## config.mk

```make
export PLATFORM = sky130hd
export DESIGN_NAME = dses_ctrl
export DESIGN_NICKNAME = d
export VERILOG_FILES = /design/src/design/dses_pkg.sv /design/src/design/dses_ctrl.sv
export SDC_FILE = /design/constraint.sdc
export NUM_CORES = 1
export LEC_CHECK = 0
export BUFFER_PORTS_ARGS = -buffer_cell sky130_fd_sc_hd__buf_2
export CAP_MARGIN = 20
export CORE_MARGIN = 2
export CORE_UTILIZATION = 42
export DETAILED_ROUTE_END_ITERATION = 8
export PLACE_DENSITY = 0.67
export SYNTH_ARGS = -nofsm -noshare
export SYNTH_HDL_FRONTEND = slang
export SYNTH_SLANG_ARGS = --single-unit
```

## constraint.sdc

```tcl
create_clock -name clk -period 4.07 [get_ports clk]
set_input_delay 0.814 -clock clk [delete_from_list [all_inputs] [get_ports clk]]
set_output_delay 0.814 -clock clk [all_outputs]
set_load 0.05 [all_outputs]
```

## src/design/dses_pkg.sv

```systemverilog
// Package for the dual encoder speed estimator: field widths, constants,
// controller states and the command/status structs between controller and datapath.
// No dependencies.
`timescale 1ns / 1ps
`default_nettype none
package dses_pkg;

  localparam int TIME_W        = 32;
  localparam int COUNT_FIELD_W = 32;
  localparam int SPEED_W       = 32;
  localparam int PERIOD_W      = 16;
  localparam int GAIN_W        = 17;
  localparam int CFG_IDX_W     = 2;
  localparam int CFG_DATA_W    = 17;

  localparam int MS_W        = 10;
  localparam int MS_PER_S    = 1000;
  localparam int GAIN_FRAC_W = 16;

  localparam int QUOT_W   = 33;
  localparam int CNT_W    = 6;
  localparam int DIFF_W   = 33;
  localparam int PROD_G_W = 51;
  localparam int STEP_W   = 36;
  localparam int SUM_W    = 37;

  localparam logic [GAIN_W-1:0]   GAIN_ONE     = 17'h1_0000;
  localparam logic [PERIOD_W-1:0] PERIOD_RESET = 16'd33;
  localparam logic [PERIOD_W-1:0] PERIOD_MIN   = 16'd1;

  localparam logic [QUOT_W-1:0] Q_POS_MAX = 33'h0_7FFF_FFFF;
  localparam logic [QUOT_W-1:0] Q_NEG_MAX = 33'h0_8000_0000;

  localparam logic signed [SPEED_W-1:0] SPEED_MAX = 32'sh7FFF_FFFF;
  localparam logic signed [SPEED_W-1:0] SPEED_MIN = 32'sh8000_0000;
  localparam logic signed [SUM_W-1:0]   SUM_MAX   = 37'sh0_7FFF_FFFF;
  localparam logic signed [SUM_W-1:0]   SUM_MIN   = -37'sh0_8000_0000;

  localparam logic [PROD_G_W-1:0] ROUND_HALF = 51'd32768;

  localparam logic [CFG_IDX_W-1:0] CFG_IDX_PERIOD     = 2'd0;
  localparam logic [CFG_IDX_W-1:0] CFG_IDX_LEFT_GAIN  = 2'd1;
  localparam logic [CFG_IDX_W-1:0] CFG_IDX_RIGHT_GAIN = 2'd2;

  localparam logic ACT_SAMPLE = 1'b0;
  localparam logic ACT_SET    = 1'b1;

  typedef enum logic [3:0] {
    ST_IDLE,
    ST_DECIDE,
    ST_SCALE,
    ST_DIV_INIT,
    ST_DIV,
    ST_RAW,
    ST_MUL,
    ST_ROUND,
    ST_COMMIT,
    ST_OUT_UPD,
    ST_OUT
  } dses_state_t;

  typedef struct packed {
    logic load_in;
    logic set_counts;
    logic set_time;
    logic delta;
    logic scale;
    logic div_init;
    logic div_step;
    logic raw;
    logic mul;
    logic rnd;
    logic commit;
    logic out_load;
    logic out_updated;
  } dses_cmd_t;

  typedef struct packed {
    logic action;
    logic early;
    logic backwards;
    logic out_free;
  } dses_stat_t;

endpackage
`default_nettype wire

```

## src/design/dses_ctrl.sv

```systemverilog
// Controller of the speed estimator: sequences decision, scaling, division,
// smoothing and result transfer. Depends on dses_pkg.
`timescale 1ns / 1ps
`default_nettype none
module dses_ctrl (
  input  logic                  clk,
  input  logic                  rst_n,
  input  logic                  in_valid,
  output logic                  in_ready,
  input  dses_pkg::dses_stat_t  stat,
  output dses_pkg::dses_cmd_t   cmd
);
  import dses_pkg::*;

  dses_state_t        state_r, state_nxt;
  logic [CNT_W-1:0]   cnt_r, cnt_nxt;

  always_ff @(posedge clk) begin
    if (!rst_n) begin
      state_r <= ST_IDLE;
      cnt_r   <= '0;
    end else begin
      state_r <= state_nxt;
      cnt_r   <= cnt_nxt;
    end
  end

  always_comb begin
    state_nxt = state_r;
    cnt_nxt   = cnt_r;
    cmd       = '0;
    in_ready  = 1'b0;
    unique case (state_r)
      ST_IDLE: begin
        in_ready = 1'b1;
        if (in_valid) begin
          cmd.load_in = 1'b1;
          state_nxt   = ST_DECIDE;
        end
      end
      ST_DECIDE: begin
        priority if (stat.action == ACT_SET) begin
          cmd.set_counts = 1'b1;
          state_nxt      = ST_OUT;
        end else if (stat.early) begin
          state_nxt = ST_OUT;
        end else if (stat.backwards) begin
          cmd.set_time = 1'b1;
          state_nxt    = ST_OUT;
        end else begin
          cmd.delta = 1'b1;
          state_nxt = ST_SCALE;
        end
      end
      ST_SCALE: begin
        cmd.scale = 1'b1;
        state_nxt = ST_DIV_INIT;
      end
      ST_DIV_INIT: begin
        cmd.div_init = 1'b1;
        cnt_nxt      = '0;
        state_nxt    = ST_DIV;
      end
      ST_DIV: begin
        cmd.div_step = 1'b1;
        cnt_nxt      = cnt_r + CNT_W'(1);
        if (cnt_r == CNT_W'(QUOT_W - 1)) begin
          state_nxt = ST_RAW;
        end
      end
      ST_RAW: begin
        cmd.raw   = 1'b1;
        state_nxt = ST_MUL;
      end
      ST_MUL: begin
        cmd.mul   = 1'b1;
        state_nxt = ST_ROUND;
      end
      ST_ROUND: begin
        cmd.rnd   = 1'b1;
        state_nxt = ST_COMMIT;
      end
      ST_COMMIT: begin
        cmd.commit = 1'b1;
        state_nxt  = ST_OUT_UPD;
      end
      ST_OUT_UPD: begin
        if (stat.out_free) begin
          cmd.out_load    = 1'b1;
          cmd.out_updated = 1'b1;
          state_nxt       = ST_IDLE;
        end
      end
      ST_OUT: begin
        if (stat.out_free) begin
          cmd.out_load = 1'b1;
          state_nxt    = ST_IDLE;
        end
      end
      default: begin
        state_nxt = ST_IDLE;
      end
    endcase
  end

endmodule
`default_nettype wire

```

# After elaboration in Yosys (flattened, before gate mapping)
# Index checks and enable logic that the tools add are counted.
[word_totals] input_bits=7 out_inout_bits=14 reg_bits=10
[op_classes] add_sub_neg=1 muxes=28 n_reduce_logical=4 eq_ne=14
[ops] cell="one-hot mux 4 bit (10 select lines)" count=1
[ops] cell="two-way mux 4 bit" count=6
[ops] cell="== test 4 x 3 -> 1 bit (second input constant)" count=4
[ops] cell="two-way mux 1 bit" count=15
[ops] cell="== test 4 bit (second input constant)" count=3
[ops] cell="one-hot mux 6 bit (2 select lines)" count=1
[ops] cell="== test 4 x 2 -> 1 bit (second input constant)" count=2
[ops] cell="adder 6 x 1 -> 6 bit (second input constant)" count=1
[ops] cell="== test 6 bit (second input constant)" count=1
[ops] cell="two-way mux 2 bit" count=3
[ops] cell="== test 4 x 1 -> 1 bit (second input constant)" count=1
[ops] cell="zero test 4 bit" count=1
[ops] cell="!= test 2 bit (second input constant)" count=2
[ops] cell="two-way mux 3 bit" count=1
[ops] cell="AND reduction 3 bit" count=1
[ops] cell="!= test 2 x 1 -> 1 bit (second input constant)" count=1
[ops] cell="one-hot mux 1 bit (2 select lines)" count=1
[ops] cell="nonzero test 2 bit" count=1
[ops] cell="OR reduction 2 bit" count=1

# Depth between registers and ports, before layout
[depth] ltp_word=4 mapped_depth=6 depth_no_buf=5

# Least setup slack after synthesis
# No wires, ideal clock.
[synth_timing] kind="flip-flop to output port" from="register state_r[2]" to="output port cmd[12] (netlist bit)" stages_incl_launch_ff=4 arrival_ps=2725 path_buffers=1 slack_ps=531 t_required_ps=3256 cell_sequence="dfxtp_1 clkbuf_1 nor4_1 and2_1"
[synth_rtl] item="start, declared" line="dses_ctrl.sv:15" source="dses_state_t state_r, state_nxt;"
[synth_rtl] item="start signal, assigned" line="dses_ctrl.sv:23" source="state_r <= state_nxt;"
[synth_rtl] item="end, declared" line="dses_ctrl.sv:11" source="output dses_pkg::dses_cmd_t cmd"

==> impl_metrics.json <==
{
  "antenna_found_initial": 0,
  "reg2regPathDepth": 5,
  "vias": 667,
  "numCtsBuffers": 3,
  "hold_depth": 2,
  "yosys.area.top_type": "dfxtp_1",
  "maxCapViolCount": 0,
  "synth-edff-count": 0,
  "area_delta_synth_final_pct": 17.4,
  "grt_max_degree": 17,
  "cts_setup_buffers": 0,
  "wl_mm": 1.38,
  "rr_endpoint": "cnt_r[4]",
  "antenna_left": 0,
  "ys_seq_elements": 10,
  "drtIter0Drc": 16,
  "drc": 0,
  "synth.distinct_cells": 37,
  "ys_warn_count": 0,
  "seqCellArea_um2": 200,
  "wl_per_cell_um": 11.4,
  "ctsHtreeMaxLevel": 1,
  "start_util_pct": 44.9,
  "placementRows": 14,
  "powerDensity_nw_per_um2": 606,
  "cts_buffer_depth": 2,
  "nets": 116,
  "hold_path_class": "reg -> reg",
  "fmax_mhz": 372,
  "grt_pass1_wl_mm": 2.33,
  "ys_top_cells_by_area": "dfxtp_1 (29%), nor3b_1 (5.5%), nor2_1 (4.9%)",
  "cp-start-kind": "flop",
  "drtPass1Iterations": 6,
  "power.internal_mw": 0.228,
  "boundaryPins": 21,
  "hold_end": "cnt_r[3]",
  "rsz0062_at_grt": "no",
  "netlist_area_um2": 684,
  "worst_pin_slew_ns": 0.518,
  "synth_cells": 88,
  "final_cells": 121,
  "place_ws_ns": 1.68,
  "switching_share_pct": 53.1,
  "hold_start": "cnt_r[3]",
  "drive_above_1_share_pct": 22.9,
  "r2r-start": "state_r[2]",
  "crit_fanout": 15,
  "setup_viol": 0,
  "p_seq_share_pct": 34.0,
  "grt_pass1_vias": 547,
  "path_cells": "or4b_1 -> clkinv_4 -> buf_2",
  "synth_common_cells": "dfxtp_1 (10), nor2_1 (9), nand2_1 (6), clkbuf_1 (5), nor3b_1 (5)",
  "grt.overflow.total": 0,
  "holdBufCountCts": 0,
  "synth_most_common_cell": "dfxtp_1",
  "insertion_delay_ns": 0.27,
  "end_kind": "primary output",
  "grt_use_total_pct": 16.3,
  "drv_slew": 0,
  "antenna_cells": 0,
  "min_period_ns": 2.69,
  "crit_type": "reg -> out",
  "p_clk_share_pct": 13.8,
  "syn-num-nets": 97,
  "leakagePower_nw": 0.338,
  "cp.required_ns": 3.26,
  "clockRootBuffer": "clkbuf_4",
  "status": "finished, final reports clean",
  "gp_congestion": 0.789,
  "via_per_inst": 5.51,
  "slowest_delay_ns": 0.64,
  "die_w_um": 44.4,
  "cts_resized": 0,
  "hold_viol": 0,
  "pwr-share-comb_pct": 52.3,
  "post-route-util_pct": 52.7,
  "avgSynthCellArea_um2": 7.78,
  "multiInputGateArea_um2": 440,
  "cts_sinks": 10,
  "fill_cells": 151,
  "dp_hpwl_mm": 1.01,
  "fp.dieH_um": 44.4,
  "cp_slowest_cell": "or4b_1",
  "cts.clk_slew.worst_paths_ns": 0.06,
  "critical_path.startpoint": "state_r[2]",
  "synth_top_area_share_pct": 29.3,
  "rrSetupSlack_ns": 2.11,
  "ir_worst_vdd_mv": 0.495,
  "cts_tree": "built",
  "portBuffers": 20,
  "dp_cells": 118,
  "setup_ws_ns": 1.38,
  "yosysSeqAreaShare_pct": 29.3,
  "total_switching_power_mw": 0.259,
  "setup_tns_ns": 0,
  "core_um2": 1520,
  "synth-async-reset-ratio_pct": 0,
  "die_area_um2": 1970,
  "critPathArrivalTime_ns": 1.88,
  "period_share_pct": 66.1,
  "ys.flop_type": "dfxtp_1",
  "clock_skew_ns": 0.00655,
  "relSlewSlack_pct": 65.0
}
layout by cell type, fill, tap and decap left out, types with 2 or more instances in the layout:
| cell | instances |
|---|---|
| clkbuf_4 | 3 |
| a21oi_1 | 2 |
| a21boi_1 | 3 |
| buf_2 | 20 |
| nor2_1 | 9 |
| nor2b_1 | 2 |
| nor4b_1 | 3 |
| and2_1 | 4 |
| nand2_1 | 6 |
| nor3b_1 | 5 |
| inv_1 | 2 |
| dfxtp_1 | 10 |
| nand3b_1 | 3 |
| xor2_1 | 2 |
| and3_1 | 2 |
| nor3_1 | 3 |
| o21ai_1 | 3 |
| ha_1 | 2 |
| nand3_1 | 3 |
worst max-delay path, delay by kind of cell, from the launching register on:
| family | cells | cell delay [ns] |
|---|---|---|
| buffers and inverters | 2 | 0.37 |
| and+or+nand+nor | 1 | 0.64 |
| DFF | 1 | 0.59 |
layout make-up:
cell class / instances / share of cell area, %
Multi-Input combinational cell: 68 / 54.8
Sequential cell: 10 / 24.9
Timing Repair Buffer: 20 / 12.5
Clock buffer: 3 / 2.80
Inverter: 4 / 2.49
Tap cell: 16 / 2.49
metrics by stage:
stage	area, µm²	hold slack [ns]	power (mW)
finish	803	0.540	0.487
global route	803	0.598	0.523
CTS	803	0.541	0.493
detailed placement	781	0.528	0.423
global placement	781	0.518	0.421
floorplan	684	0.488	0.375
sequential cells by signal, summed over array words and instances, names as in the netlist:
signal,count
state_r,4
cnt_r,6
power by group through the flow:
stage               Clock [mW]  Sequential, mW  Combinational (mW)
floorplan                    0           0.131               0.245
global placement             0           0.166               0.255
detailed placement           0           0.167               0.256
CTS                     0.0714           0.165               0.257
global route            0.0761           0.174               0.274
finish                  0.0672           0.165               0.255
metal layers:
layer	GRT usage (%)	up-vias	share of wire, %
met5	0	-	0
met3	6.53	4	5.6
met2	21.8	14	42
met4	9.09	0	1.9
li1	-	355	-
met1	22.1	294	50
worst max-delay path by stage:
stage | end | slack, ns | cells after the start
2_1_floorplan | cmd[12] | 0.53 | 3
3_5_place_dp | cmd[6] | 1.68 | 3
4_1_cts | cmd[6] | 1.37 | 3
6_report | cmd[6] | 1.38 | 3
3_3_place_gp | cmd[6] | 1.71 | 3
5_1_grt | cmd[9] | 1.20 | 4
logic make-up (layout without fill, tap and decap cells):
kind of cell               after synthesis  count (layout)  synth area share, %
and+or+nand+nor                         47              47                 40.4
DFF                                     10              10                 29.3
AOI/OAI and AO/OA                       17              17                 17.7
buffers and inverters                   10              27                 6.40
adders and majority gates                2               2                 3.66
xor gates and xnor gates                 2               2                 2.56
(Power assumes the default switching activity.)
